[src/hdl/pfs_pkg.sv]
// Shared constants, codes and types of the page frame free stack.
`default_nettype none
package pfs_pkg;

    // Sizing of the allocator.
    localparam int PAGE_CAPACITY = 65536;
    localparam int PAGE_BYTES    = 4096;
    localparam int ADDRESS_BITS  = 34;

    localparam int PAGE_SHIFT = $clog2(PAGE_BYTES);
    localparam int FRAME_W    = ADDRESS_BITS - PAGE_SHIFT;
    localparam int IDX_W      = (PAGE_CAPACITY > 1) ? $clog2(PAGE_CAPACITY) : 1;
    localparam int DEPTH_W    = $clog2(PAGE_CAPACITY + 1);

    // Configuration registers.
    localparam int KEND_W    = 34;
    localparam int MTOP_W    = 35;
    localparam int CFG_W     = 35;
    localparam int CFG_IDX_W = 1;
    localparam int TOPF_W    = MTOP_W - PAGE_SHIFT;

    localparam logic [CFG_IDX_W-1:0] REG_KERNEL_END = 1'd0;
    localparam logic [CFG_IDX_W-1:0] REG_MEMORY_TOP = 1'd1;

    localparam logic [KEND_W-1:0] KERNEL_END_RST = 34'h0_8000_0000;
    localparam logic [MTOP_W-1:0] MEMORY_TOP_RST = 35'h0_8800_0000;

    // Stream widths.
    localparam int ACT_W       = 2;
    localparam int STAT_W      = 2;
    localparam int IN_TDATA_W  = ((ADDRESS_BITS + 7) / 8) * 8;
    localparam int OUT_TDATA_W = ((ADDRESS_BITS + DEPTH_W + 7) / 8) * 8;

    // Request actions.
    localparam logic [ACT_W-1:0] ACT_FREE  = 2'd0;
    localparam logic [ACT_W-1:0] ACT_ALLOC = 2'd1;
    localparam logic [ACT_W-1:0] ACT_INIT  = 2'd2;

    // Result status codes.
    localparam logic [STAT_W-1:0] STAT_OK       = 2'd0;
    localparam logic [STAT_W-1:0] STAT_BAD_FREE = 2'd1;
    localparam logic [STAT_W-1:0] STAT_EMPTY    = 2'd2;
    localparam logic [STAT_W-1:0] STAT_FULL     = 2'd3;

    // Classified operations handed from the front end to the back end.
    localparam int OP_W = 3;
    localparam logic [OP_W-1:0] OP_FREE     = 3'd0;
    localparam logic [OP_W-1:0] OP_FREE_BAD = 3'd1;
    localparam logic [OP_W-1:0] OP_ALLOC    = 3'd2;
    localparam logic [OP_W-1:0] OP_INIT     = 3'd3;
    localparam logic [OP_W-1:0] OP_NOP      = 3'd4;

    typedef struct packed {
        logic [OP_W-1:0]    kind;
        logic [FRAME_W-1:0] frame;
    } op_t;

    typedef struct packed {
        logic               grant;
        logic [STAT_W-1:0]  status;
        logic [DEPTH_W-1:0] free_pages;
    } res_t;

endpackage
`default_nettype wire

[src/hdl/pfs_front.sv]
// Front end: takes request beats and classifies them into operations.
`default_nettype none
module pfs_front
    import pfs_pkg::*;
(
    input  wire logic                  s_tvalid,
    output logic                       s_tready,
    input  wire logic [IN_TDATA_W-1:0] s_tdata,
    input  wire logic [ACT_W-1:0]      s_tuser,
    input  wire logic [KEND_W-1:0]     kernel_end,
    input  wire logic [MTOP_W-1:0]     memory_top,
    output logic                       push_valid,
    input  wire logic                  push_ready,
    output op_t                        push_op
);

    logic [ADDRESS_BITS-1:0] addr;
    logic                    bad_free;

    assign addr = s_tdata[ADDRESS_BITS-1:0];

    // A freed page must be aligned and lie inside [kernel_end, memory_top).
    assign bad_free = (addr[PAGE_SHIFT-1:0] != '0)
                   || (KEND_W'(addr) < kernel_end)
                   || (MTOP_W'(addr) >= memory_top);

    always_comb
    begin
        push_op.frame = addr[ADDRESS_BITS-1:PAGE_SHIFT];
        unique case (s_tuser)
            ACT_FREE:  push_op.kind = bad_free ? OP_FREE_BAD : OP_FREE;
            ACT_ALLOC: push_op.kind = OP_ALLOC;
            ACT_INIT:  push_op.kind = OP_INIT;
            default:   push_op.kind = OP_NOP;
        endcase
    end

    assign push_valid = s_tvalid;
    assign s_tready   = push_ready;

endmodule
`default_nettype wire

[config.mk]
export PLATFORM = sky130hd
export DESIGN_NAME = pfs_front
export DESIGN_NICKNAME = d
export VERILOG_FILES = /design/src/hdl/pfs_pkg.sv /design/src/hdl/pfs_front.sv
export SDC_FILE = /design/constraint.sdc
export NUM_CORES = 1
export LEC_CHECK = 0
export BUFFER_PORTS_ARGS = -buffer_cell sky130_fd_sc_hd__buf_2
export CAP_MARGIN = 20
export CORE_MARGIN = 10
export CORE_UTILIZATION = 47
export DETAILED_ROUTE_END_ITERATION = 16
export GPL_TIMING_DRIVEN = 0
export PLACE_DENSITY = 0.89
export SYNTH_ARGS = -nofsm -noshare
export SYNTH_HDL_FRONTEND = slang
export SYNTH_SLANG_ARGS = --single-unit
[constraint.sdc]
create_clock -name vclk -period 2.8
set_input_delay 0 -clock vclk [all_inputs]
set_output_delay 0 -clock vclk [all_outputs]
set_load 0.005 [all_outputs]
Word-level counts from Yosys, hierarchy flattened
Cells that the tools add are included.
{"block": "op_classes", "muxes": 2, "reduce_logical": 4, "magnitude_cmp": 2, "n_eq_ne": 2}
{"operator": "34-bit by 35-bit >= comparator with 1-bit output", "n": 1}
{"operator": "34-bit less-than comparator", "n": 1}
{"operator": "12-bit nonzero test", "n": 1}
{"operator": "3-bit case mux with 3 select lines", "n": 1}
{"operator": "2-bit by 1-bit == test with 1-bit output, second input constant", "n": 1}
{"operator": "2-bit == test, second input constant", "n": 1}
{"operator": "2-bit zero test", "n": 1}
{"operator": "1-bit logical OR", "n": 2}
{"operator": "1-bit 2-to-1 mux", "n": 1}
{"block": "totals", "word_cells": 10, "input_bits": 113, "out_inout_bits": 27, "regBits": 0}

Logic depth before layout (Yosys ltp)
{"block": "logic_depth", "ltp_word": 5, "mapped_depth": 8, "depth_no_buf": 8}

Worst setup path before layout
OpenSTA, ideal clock, no wires.
{"block": "synth_timing", "path_type": "input to output", "startpoint": "in kernel_end[33]", "endpoint": "out push_op[22] in the netlist's numbering", "cell_stages": 8, "path_buffers": 0, "t_arrival_ns": 1.797, "setup_slack_ns": 1.003, "path_cell_list": "inv_1 ha_1 and4_1 nand4_1 or4_4 nor3_2 a2111oi_1 or3_1"}
{"element": "start: declaration", "line": "pfs_front.sv:10", "text": "input wire logic [KEND_W-1:0] kernel_end,"}
{"element": "end: declaration", "line": "pfs_front.sv:14", "text": "output op_t push_op"}

==> qor.csv <==
metric,value,unit
fin_area,2680,um2
crit_path_max_fanout,3,
ff_latch_area,0,um2
cp_top_family,simple AND/OR/NAND/NOR gates,
post_cts_buffers,0,
critPathSlowestCell,or4_4,
dp_slack,0.638,ns
avgSynthCellArea,7.31,um2
worstHoldPathCells,2,
power.density,129,nW/um2
total_power,346,uW
hold_class,in -> out,
ys_seq_area_share,0,%
die_height,84.5,um
drtPass1Iterations,4,
ant_nets,0,
peakVddDrop,0.0000656,V
core,4030,um2
grt_usage,16.1,%
post_cts_resized,0,
start_kind,input pin,
crit_type,in -> out,
drv_slew,0,
min_from,s_tvalid,
antenna_cells,0,
critPathBufInv,2,
ys_types,35,
layout-drive-gt1-share,40.8,%
syn-cell-area,1960,um2
finalSetupTns,0,ns
nFillCells,373,
num_io_pins,140,
overflow,0,
ys_warn_count,0,
multi_input_area,1520,um2
nets,584,
hold-path-endpoint,push_valid,
routed_wl,6.16,mm
via_per_inst,4.85,
die_area,7150,um2
num_rows,23,
nFlopsAndLatches,0,
synthCells,268,
initial_core_util,48.6,%
grt_pass1_vias,2324,
fin_crit_sh,76.4,%
grt_first_pass_wirelength,10.2,mm
critical-path-max-stage-delay,0.57,ns
synth_nets,450,
area_delta_synth_final,36.9,%
grt_max_degree,4,
drcViolationCount,0,
dpl.hpwl,5.95,mm
yosys-top-cells-area,"ha_1, inv_1, buf_4, a21oi_1, a21o_1",
fin_crit,2.14,ns
vias,2181,
required,2.80,ns
worst_pin_slew,0.328,ns
wl_per_cell,13.7,um
timing.fmax,468,MHz
leakagePower,1.77,nW
rsz0062_at_grt,false,
gp_congestion,0.817,
final_core_util,66.6,%
synth_top_cell_area_share,44.1,%
dieWidth,84.5,um
place_area,2680,um2
cp.arrival,2.14,ns
worst_path_most_repeated_cell,buf_2,
grt_antenna_before_repair,0,
slew_headroom,78.0,%
port_buffers,132,
cap_violations,0,
drt-initial-drc-count,36,
worstSetupEndpointType,output port,
setup_viol,0,
nClkBuffers,0,
status,completed,
yosysTopAreaCell,ha_1,
fin_ws,0.662,ns
ctsHoldBuffers,0,
crit_chain,"buf_2, ha_1, and4_1, nand4_1, or4_4, nor3_2, a2111oi_1, or3_1, buf_2",
hold_violations,0,
[synth_stat cells (2+ instances only)]
master and n:
a21oi_1 24, nand4_1 10, buf_4 24, nor4_1 4, a21o_1 9, and4_1 3, nand2_1 14, o21ai_0 7
inv_1 69, nand3_1 2, o211ai_1 2, nor2_1 4, a31oi_1 2, a211oi_1 4, ha_1 69, nand2b_1 2
[layout make-up]
cell class                 instances  area share (%)
buffer                            24            6.72
inverter                          69            9.66
multi-input combinational        175            56.6
tap                               50            2.33
timing repair buffer             132            24.6
[power breakdown]
group	internal (mW)	switching, mW	leakage (nW)
combinational	0.182	0.163	1.77
clock	0	0	0
sequential	0	0	0
total	0.182	0.163	1.77
[how the worst max path moves through the flow]
stage	startpoint	endpoint	slack, ns	depth (start not counted)
after floorplan	kernel_end[33]	push_op[22]	1.00	8
after global placement	s_tdata[33]	push_op[22]	0.63	9
after detailed placement	s_tdata[33]	push_op[22]	0.64	9
after CTS	s_tdata[33]	push_op[22]	0.63	9
after global routing	s_tdata[33]	push_op[22]	0.53	9
final	s_tdata[33]	push_op[22]	0.66	9
[stage by stage]
step           std cells  hold slack, ns
6_report             450           0.170
3_5_place_dp         450           0.173
3_3_place_gp         450           0.172
2_1_floorplan        268          0.0808
4_1_cts              450           0.174
5_1_grt              450           0.178
[cell usage in the layout (no fill, tap or decap), types with 2 or more instances in the layout]
master / n
buf_2: 132
inv_1: 69
ha_1: 69
a21oi_1: 24
buf_4: 24
nand2_1: 14
nand4_1: 10
a21o_1: 9
o21ai_0: 7
a211oi_1: 4
nor2_1: 4
nor4_1: 4
and4_1: 3
nand2b_1: 2
o211ai_1: 2
nand3_1: 2
a31oi_1: 2
[logic make-up after synthesis]
family / count (synthesis) / synth area share, %
AOI/OAI and AO/OA: 56 / 17.9
adders and majority gates: 69 / 44.1
buffers and inverters: 93 / 22.4
and+or+nand+nor: 50 / 15.6
[per-layer routing]
layer,vias up,GRT usage (%),share of wire [%]
met5,-,0,0
met2,75,32.5,53
li1,1170,-,-
met3,2,3.29,6.9
met1,934,17.3,40
met4,0,0.449,0.36
No activity file was read; power rests on OpenSTA's default activity.
