--- config.mk ---
export PLATFORM = sky130hd
export DESIGN_NAME = pfs_queue
export DESIGN_NICKNAME = d
export VERILOG_FILES = /design/src/hdl/pfs_pkg.sv /design/src/hdl/pfs_queue.sv
export SDC_FILE = /design/constraint.sdc
export NUM_CORES = 1
export LEC_CHECK = 0
export ABC_AREA = 1
export BUFFER_PORTS_ARGS = -buffer_cell sky130_fd_sc_hd__buf_4
export CAP_MARGIN = 10
export CORE_UTILIZATION = 46
export CTS_CLUSTER_SIZE = 8
export DETAILED_ROUTE_END_ITERATION = 8
export PLACE_DENSITY = 0.76
export REMOVE_ABC_BUFFERS = 1
export SLEW_MARGIN = 10
export SYNTH_ARGS = -nofsm -noshare
export SYNTH_HDL_FRONTEND = slang
export SYNTH_SLANG_ARGS = --single-unit
--- constraint.sdc ---
create_clock -name clk -period 2.07 [get_ports clk]
set_input_delay 0.414 -clock clk [delete_from_list [all_inputs] [get_ports clk]]
set_output_delay 0.414 -clock clk [all_outputs]
set_load 0.02 [all_outputs]
--- src/hdl/pfs_pkg.sv ---
// Shared constants, codes and types of the page frame free stack.
`default_nettype none
package pfs_pkg;

    // Sizing of the allocator.
    localparam int PAGE_CAPACITY = 65536;
    localparam int PAGE_BYTES    = 4096;
    localparam int ADDRESS_BITS  = 34;

    localparam int PAGE_SHIFT = $clog2(PAGE_BYTES);
    localparam int FRAME_W    = ADDRESS_BITS - PAGE_SHIFT;
    localparam int IDX_W      = (PAGE_CAPACITY > 1) ? $clog2(PAGE_CAPACITY) : 1;
    localparam int DEPTH_W    = $clog2(PAGE_CAPACITY + 1);

    // Configuration registers.
    localparam int KEND_W    = 34;
    localparam int MTOP_W    = 35;
    localparam int CFG_W     = 35;
    localparam int CFG_IDX_W = 1;
    localparam int TOPF_W    = MTOP_W - PAGE_SHIFT;

    localparam logic [CFG_IDX_W-1:0] REG_KERNEL_END = 1'd0;
    localparam logic [CFG_IDX_W-1:0] REG_MEMORY_TOP = 1'd1;

    localparam logic [KEND_W-1:0] KERNEL_END_RST = 34'h0_8000_0000;
    localparam logic [MTOP_W-1:0] MEMORY_TOP_RST = 35'h0_8800_0000;

    // Stream widths.
    localparam int ACT_W       = 2;
    localparam int STAT_W      = 2;
    localparam int IN_TDATA_W  = ((ADDRESS_BITS + 7) / 8) * 8;
    localparam int OUT_TDATA_W = ((ADDRESS_BITS + DEPTH_W + 7) / 8) * 8;

    // Request actions.
    localparam logic [ACT_W-1:0] ACT_FREE  = 2'd0;
    localparam logic [ACT_W-1:0] ACT_ALLOC = 2'd1;
    localparam logic [ACT_W-1:0] ACT_INIT  = 2'd2;

    // Result status codes.
    localparam logic [STAT_W-1:0] STAT_OK       = 2'd0;
    localparam logic [STAT_W-1:0] STAT_BAD_FREE = 2'd1;
    localparam logic [STAT_W-1:0] STAT_EMPTY    = 2'd2;
    localparam logic [STAT_W-1:0] STAT_FULL     = 2'd3;

    // Classified operations handed from the front end to the back end.
    localparam int OP_W = 3;
    localparam logic [OP_W-1:0] OP_FREE     = 3'd0;
    localparam logic [OP_W-1:0] OP_FREE_BAD = 3'd1;
    localparam logic [OP_W-1:0] OP_ALLOC    = 3'd2;
    localparam logic [OP_W-1:0] OP_INIT     = 3'd3;
    localparam logic [OP_W-1:0] OP_NOP      = 3'd4;

    typedef struct packed {
        logic [OP_W-1:0]    kind;
        logic [FRAME_W-1:0] frame;
    } op_t;

    typedef struct packed {
        logic               grant;
        logic [STAT_W-1:0]  status;
        logic [DEPTH_W-1:0] free_pages;
    } res_t;

endpackage
`default_nettype wire

--- src/hdl/pfs_queue.sv ---
// Two-entry queue of classified operations between front and back end.
`default_nettype none
module pfs_queue
    import pfs_pkg::*;
(
    input  wire logic clk,
    input  wire logic rst_n,
    input  wire logic push_valid,
    output logic      push_ready,
    input  wire op_t  push_op,
    output logic      pop_valid,
    input  wire logic pop_ready,
    output op_t       pop_op
);

    op_t        slot_reg [2];
    logic       wr_ptr_reg, wr_ptr_next;
    logic       rd_ptr_reg, rd_ptr_next;
    logic [1:0] count_reg, count_next;
    logic       do_push, do_pop;

    assign push_ready = (count_reg != 2'd2);
    assign pop_valid  = (count_reg != 2'd0);
    assign pop_op     = slot_reg[rd_ptr_reg];

    assign do_push = push_valid && push_ready;
    assign do_pop  = pop_valid && pop_ready;

    always_comb
    begin
        wr_ptr_next = do_push ? ~wr_ptr_reg : wr_ptr_reg;
        rd_ptr_next = do_pop ? ~rd_ptr_reg : rd_ptr_reg;
        count_next  = count_reg;
        if (do_push && !do_pop)
        begin
            count_next = count_reg + 2'd1;
        end
        else if (do_pop && !do_push)
        begin
            count_next = count_reg - 2'd1;
        end
    end

    always_ff @(posedge clk or negedge rst_n)
    begin
        if (!rst_n)
        begin
            wr_ptr_reg <= 1'b0;
            rd_ptr_reg <= 1'b0;
            count_reg  <= 2'd0;
        end
        else
        begin
            wr_ptr_reg <= wr_ptr_next;
            rd_ptr_reg <= rd_ptr_next;
            count_reg  <= count_next;
        end
    end

    always_ff @(posedge clk)
    begin
        if (do_push)
        begin
            slot_reg[wr_ptr_reg] <= push_op;
        end
    end

endmodule
`default_nettype wire

### After elaboration in Yosys (flattened, before gate mapping)

Memories as Yosys holds them, arrays and structs flattened.
Cells that the tools add are included.

* logic and storage cells: 21
* latch bits: 0
* ROM bits: 0
* memories: 1
* memory bits (writable): 50
* register bits: 4

Memory list
* slot_reg: words 2, bits a word 25, read ports 1, clocked after memory_dff 0, wr ports 1, line pfs_queue.sv:16 `op_t slot_reg [2];`

* $lt $le $gt $ge: 0
* reduce and logical (&&, ||, !) cells: 8
* bitwise gates (word level): 2
* shift-type cells: 0
* multiply operators: 0
* div/mod/pow operators: 0
* muxes and demuxes: 4
* add/subtract/negate cells: 2
* equal/unequal tests: 1

Operator list (number)
* logical AND 1 bit: 4
* 2-to-1 mux 2 bit: 2
* nonzero test 2 bit: 2
* adder 2 x 1 -> 2 bit, second input constant: 1
* zero test 1 bit: 2
* 2-to-1 mux 1 bit: 2
* inequality test 2 bit, second input constant: 1
* NOT 1 bit: 2
* subtractor 2 x 1 -> 2 bit, second input constant: 1

### Logic depth before layout (Yosys ltp)

Gate-level depths: netlist of run 1.

* depth in word-level cells: 6
* gate-level depth with buffers: 10

### Worst setup path before layout of run 1

Ideal clock, no wire load.

* path kind: reg-to-reg
* start: register count_reg[0]
* end: memory slot_reg[1][0] (netlist name), enable pin
* arrival time: 1723 ps
* data required time: 1663 ps
* cell stages (with the launch flop): 5
* library setup time: 407 ps
* path slack: -60 ps
* period minus slack after synthesis: 2130 ps
* cells stage by stage: dfrtp_1 -> inv_2 -> nand2_2 -> nand2_2 -> nor2_1

* cells in the longest elaborated chain, start to end: 4

Ends and longest elaborated chain
* start: declaration: line pfs_queue.sv:19 `logic [1:0] count_reg, count_next;`
* start signal: assignment: line pfs_queue.sv:56 `count_reg <= count_next;`
* inequality test 2 bit: line pfs_queue.sv:22 `assign push_ready = (count_reg != 2'd2);`
* net push_ready: line pfs_queue.sv:9 `output logic push_ready,`
* logical AND 1 bit: line pfs_queue.sv:26 `assign do_push = push_valid && push_ready;`
* 2-to-1 mux 1 bit: line pfs_queue.sv:62 `if (do_push)`
* 2-to-1 mux 1 bit (implied by the code): line pfs_queue.sv:64 `slot_reg[wr_ptr_reg] <= push_op;`
* end: declaration: line pfs_queue.sv:16

The timed path passes the listed nets, and every way through them passes these cells.

==> results of run 1 <==
[logic make-up (layout without fill, tap and decap cells)]
| kind of cell | Yosys count | in the layout | share of synthesized area |
|---|---|---|---|
| XOR/XNOR | 2 | 2 | 0.008405 |
| buffers and inverters | 12 | 75 | 0.04321 |
| flip-flops | 54 | 54 | 0.7683 |
| adder cells (fa/ha/maj) | 1 | 1 | 0.006001 |
| AND/OR/NAND/NOR | 90 | 90 | 0.1741 |
[area by class of cell]
class                      instances  area (um^2)
sequential                        54         1602
fill                             348         1700
tap                               52        65.06
timing repair buffer              60        465.4
clock inverter                     3        21.27
clock buffer                       5        68.82
inverter                           7        33.78
multi-input combinational         93        397.9
[critical path, stage by stage, from the launching register on]
cell,delay (ns)
dfrtp_1,0.46
buf_4,0.31
nand2_1,0.09
nand2_1,0.10
buf_4,0.14
[per-layer routing]
metal,part of all wire,wire [um]
met2,0.50,1614
met1,0.43,1384
met3,0.061,197
met4,0.0090,29
met5,0,0
[Yosys cell counts]
cell type,count
buf_8,1
ha_1,1
xnor2_1,1
nand2_1,77
nor2_1,2
nand3_1,2
inv_1,5
dfrtp_1,4
nand4_1,1
inv_2,1
nand2_2,8
xor2_1,1
edfxtp_1,50
buf_6,3
inv_8,1
buf_4,1
[where the power goes]
part	total, mW	internal, mW	switching [mW]
registers	1.59	1.50	0.0901
clock network	0.552	0.238	0.314
logic	1.61	0.613	0.992
total	3.74	2.35	1.40
[worst min-delay path by stage]
stage / start / slack, ns / endpoint
final: push_op[9] / 0.30 / slot_reg[1][9]
after global routing: push_op[9] / 0.28 / slot_reg[1][9]
after CTS: push_op[9] / 0.29 / slot_reg[1][9]
after detailed placement: rst_n / 0.22 / wr_ptr_reg
after global placement: rst_n / 0.21 / count_reg[0]
after floorplan: rst_n / 0.12 / count_reg[0]
[repair_timing]
item / CTS / global route
gates resized for setup: 0 / 0
hold endpoints to repair: 4 / 0
hold buffers: 1 / 0
[through the flow]
step	worst slack, ns	power (mW)	hold slack [ns]	instances
2_1_floorplan	-0.06004	2.544	0.1184	154
3_3_place_gp	0.5640	3.208	0.2145	265
3_5_place_dp	0.5209	3.239	0.2176	265
4_1_cts	0.2408	3.787	0.2891	274
5_1_grt	0.1416	3.979	0.2795	274
6_report	0.2637	3.743	0.2953	274
==> results.yml, run 1 <==
outcome:
  outcome: "completed"
cells_and_area:
  design_area_um2: 2654
  drive_gt1_frac: 0.3559
  layout.nets: 251
  synthToLayoutAreaGrowth_pct: 27.31
  post-route-util: 0.6095
  antenna_cells: 0
  layout_common_cells: "77 x nand2_1, 58 x buf_4, 50 x edfxtp_1"
  largest_register_ffs: 50
  layout_commonest_cell: "nand2_1"
cts:
  clockBufferDepth: 2
  cts_setup_buffers: 0
  clock_sinks: 54
  clkTransAtPathRegs_ns: 0.09
  cts_root_buf: "clkbuf_8"
  cts-htree-levels: 2
  clk_latency_ns: 0.30
  cts_inserted_buffers: 5
  cts_tree: "built"
timing:
  max_slew.worst_pin.slew_ns: 0.4693
  rsz0062_at_grt: "false"
  setup_tns_ns: 0
  finalSetupViolCount: 0
  hold_violations: 0
  final-max-slew-violation-count: 0
  fin_crit_ns: 1.806
  slew_headroom: 0.6868
  clock_skew_ns: 0.004627
  fin_crit_sh: 0.8726
  fmax_mhz: 553.6
place:
  globalplace.congestion: 0.7058
  hpwl_um: 2307
  place_area_um2: 2554
  portBuffers: 55
route:
  dr.pass1.iters: 4
  routedWlPerCell_um: 11.77
  drt_iter0_markers: 83
  ant_nets: 0
  drc_errors: 0
  vias: 1252
  avgViaCountPerCell: 4.569
  wirelength_um: 3226
setup_path:
  crit_type: "reg -> out"
  regToRegSetupSlack_ns: 0.52
  timing.rr.start: "count_reg[0]"
  critPathMaxFanout: 26
  startpoint: "rd_ptr_reg"
  r2r-end: "slot_reg[1][5]"
  worst_ep_required_time_ns: 1.66
  worst_ep_arrival_time_ns: 1.39
  worstSetupEndpointType: "primary output"
  endpoint: "pop_op[13]"
  ff2ff_path_depth: 5
  cp-start-kind: "register"
grt:
  met1_usage: 0.1820
  grt_pass1_vias: 1160
  grt_use_met3: 0.04360
  track_usage: 0.1445
  grt_use_met2: 0.2362
  top_usage_layer: "met2"
  overflow: 0
  grt_start_max_net_pins: 27
  grt_pass1_wl_um: 5244
  antenna_found_initial: 0
job:
  drv_cap: 0
yosys:
  ys_ff_latch: 54
  synthCells: 159
  synth_area_leaders: "edfxtp_1 72%, nand2_1 14%, dfrtp_1 4.8%"
  synth.distinct_cells: 16
  synth_top_area_frac: 0.7203
  yosys_warnings: 0
  synth_area_um2: 2084
  syn_area_per_cell_um2: 13.11
  synth_largest_area_cell: "edfxtp_1"
  yosysSeqAreaShare: 0.7683
floorplan:
  io_pins: 56
  dieHeight_um: 69.32
  rows: 24
  die_area_um2: 4805
  design.core.area_um2: 4354
  start_util: 0.4787
  die_x_um: 69.32
power_and_ir_drop:
  leakagePower_nw: 1.158
  power_density_nw_per_um2: 1410
  ir_drop_v: 0.0007713
worst_hold_path:
  worstHoldPathCells: 1
  hold_class: "in -> reg"
Power figures use the tool's default switching activity.
==> run 2: changes to the inputs <==
CORE_UTILIZATION = 48   (was 46)
CTS_BUF_LIST = sky130_fd_sc_hd__clkbuf_4 sky130_fd_sc_hd__clkbuf_8   (was unset)
PLACE_DENSITY = 0.79   (was 0.76)
==> results.yml, run 2 (synthesized netlist as in run 1, its figures left out) <==
cts:
  cts_setup_buffers: 0
  clock_sinks: 54
  cts_tree: "built"
  cts_inserted_buffers: 5
  cts-htree-levels: 2
  clk_latency_ns: 0.30
  clkTransAtPathRegs_ns: 0.09
  cts_root_buf: "clkbuf_8"
  cts_resized: 0
  holdBufCountCts: 1
  clockBufferDepth: 2
timing:
  setup_tns_ns: 0
  final-max-slew-violation-count: 0
  rsz0062_at_grt: "false"
  fin_crit_sh: 0.8678
  slew_headroom: 0.7777
  fmax_mhz: 556.7
  max_slew.worst_pin.slew_ns: 0.3334
  hold_violations: 0
  fin_crit_ns: 1.796
  holdWs_ns: 0.2893
  finalSetupViolCount: 0
  clock_skew_ns: 0.006953
grt:
  grt_pass1_wl_um: 4974
  antenna_found_initial: 0
  grt_start_max_net_pins: 27
  overflow: 0
  track_usage: 0.1560
  grt_pass1_vias: 1158
cells_and_area:
  layout.nets: 252
  antenna_cells: 0
  fillers: 326
  synthToLayoutAreaGrowth_pct: 27.97
  drive_gt1_frac: 0.3543
  largest_register_ffs: 50
  layout_commonest_cell: "nand2_1"
  layout_common_cells: "77 x nand2_1, 60 x buf_4, 50 x edfxtp_1"
setup_path:
  worstSetupEndpointType: "primary output"
  cp_slowest_stage_delay_ns: 0.55
  critPathMaxFanout: 13
  worst_ep_arrival_time_ns: 1.38
  cp_cell_sequence: "buf_4 > nand2_1 > nand2_1 > buf_4"
  worst_ep_required_time_ns: 1.66
  cp-start-kind: "register"
  cpLargestDelayFamily: "flip-flops"
  critical_path_buf_inv_count: 2
  crit_type: "reg -> out"
  slowest_stage: "dfrtp_1"
job:
  drv_cap: 0
place:
  globalplace.congestion: 0.7178
  hpwl_um: 2277
  portBuffers: 55
power_and_ir_drop:
  power_density_nw_per_um2: 1451
  power_mw: 3.869
  leakagePower_nw: 1.172
  ir_drop_v: 0.0007500
floorplan:
  die_area_um2: 4610
  io_pins: 56
  die_x_um: 67.90
  design.core.area_um2: 4086
  dieHeight_um: 67.90
  start_util: 0.5101
  rows: 23
route:
  avgViaCountPerCell: 4.604
  dr.pass1.iters: 4
  ant_nets: 0
  drc_errors: 0
  wirelength_um: 3239
  vias: 1257
  drt_iter0_markers: 85
  routedWlPerCell_um: 11.86
worst_hold_path:
  hold_class: "in -> reg"
outcome:
  outcome: "completed"
-- run 2: routing by layer --
layer / wire (um) / vias up / GRT usage
met5: 0 / - / 0
met4: 65 / 0 / 0.08854
met3: 210 / 6 / 0.04500
met2: 1626 / 36 / 0.2574
met1: 1337 / 563 / 0.1821
li1: - / 652 / -
-- run 2: worst paths after layout --
check | to | slack (ns) | cells after the start | from
worst max-delay path | pop_op[10] | 0.27 | 4 | rd_ptr_reg
worst min-delay path | slot_reg[1][14] | 0.29 | 1 | push_op[14]
worst max register to register | slot_reg[1][18] | 0.61 | 5 | count_reg[0]
worst min register to register | count_reg[0] | 0.52 | 1 | count_reg[0]
max in group asynchronous | rd_ptr_reg | 1.53 | 2 | rst_n
min in group asynchronous | count_reg[0] | 0.44 | 2 | rst_n
-- run 2: cell type report --
class / count / area [um^2] / area share
clock buffers: 5 / 68.82 / 0.02580
flip-flops and latches: 54 / 1602 / 0.6004
inverters: 7 / 33.78 / 0.01266
repair buffers: 61 / 460.4 / 0.1726
clock inverters: 3 / 42.54 / 0.01595
multi-input cells: 93 / 397.9 / 0.1492
well taps: 50 / 62.56 / 0.02345
-- run 2: where the power goes --
part / leakage, nW / total, mW / internal [mW] / switching [mW]
logic: 0.603 / 1.59 / 0.608 / 0.978
clock network: 0.0562 / 0.686 / 0.361 / 0.326
registers: 0.513 / 1.60 / 1.50 / 0.101
-- run 2: per-stage QoR --
| stage | area [um^2] | setup WS, ns | utilization | cells |
|---|---|---|---|---|
| CTS | 2668 | 0.2468 | 0.6528 | 273 |
| global route | 2668 | 0.1867 | 0.6528 | 273 |
| finish | 2668 | 0.2737 | 0.6528 | 273 |
| detailed placement | 2546 | 0.5867 | 0.6231 | 264 |
| floorplan | 2028 | -0.06004 | - | 154 |
| global placement | 2546 | 0.6039 | 0.6231 | 264 |
-- run 2: worst reg2reg max path, cell delays in order, from the launching register on --
cell	delay [ns]
dfrtp_1	0.40
inv_2	0.07
nand2_2	0.07
nand2_2	0.09
nor2_2	0.18
buf_4	0.33
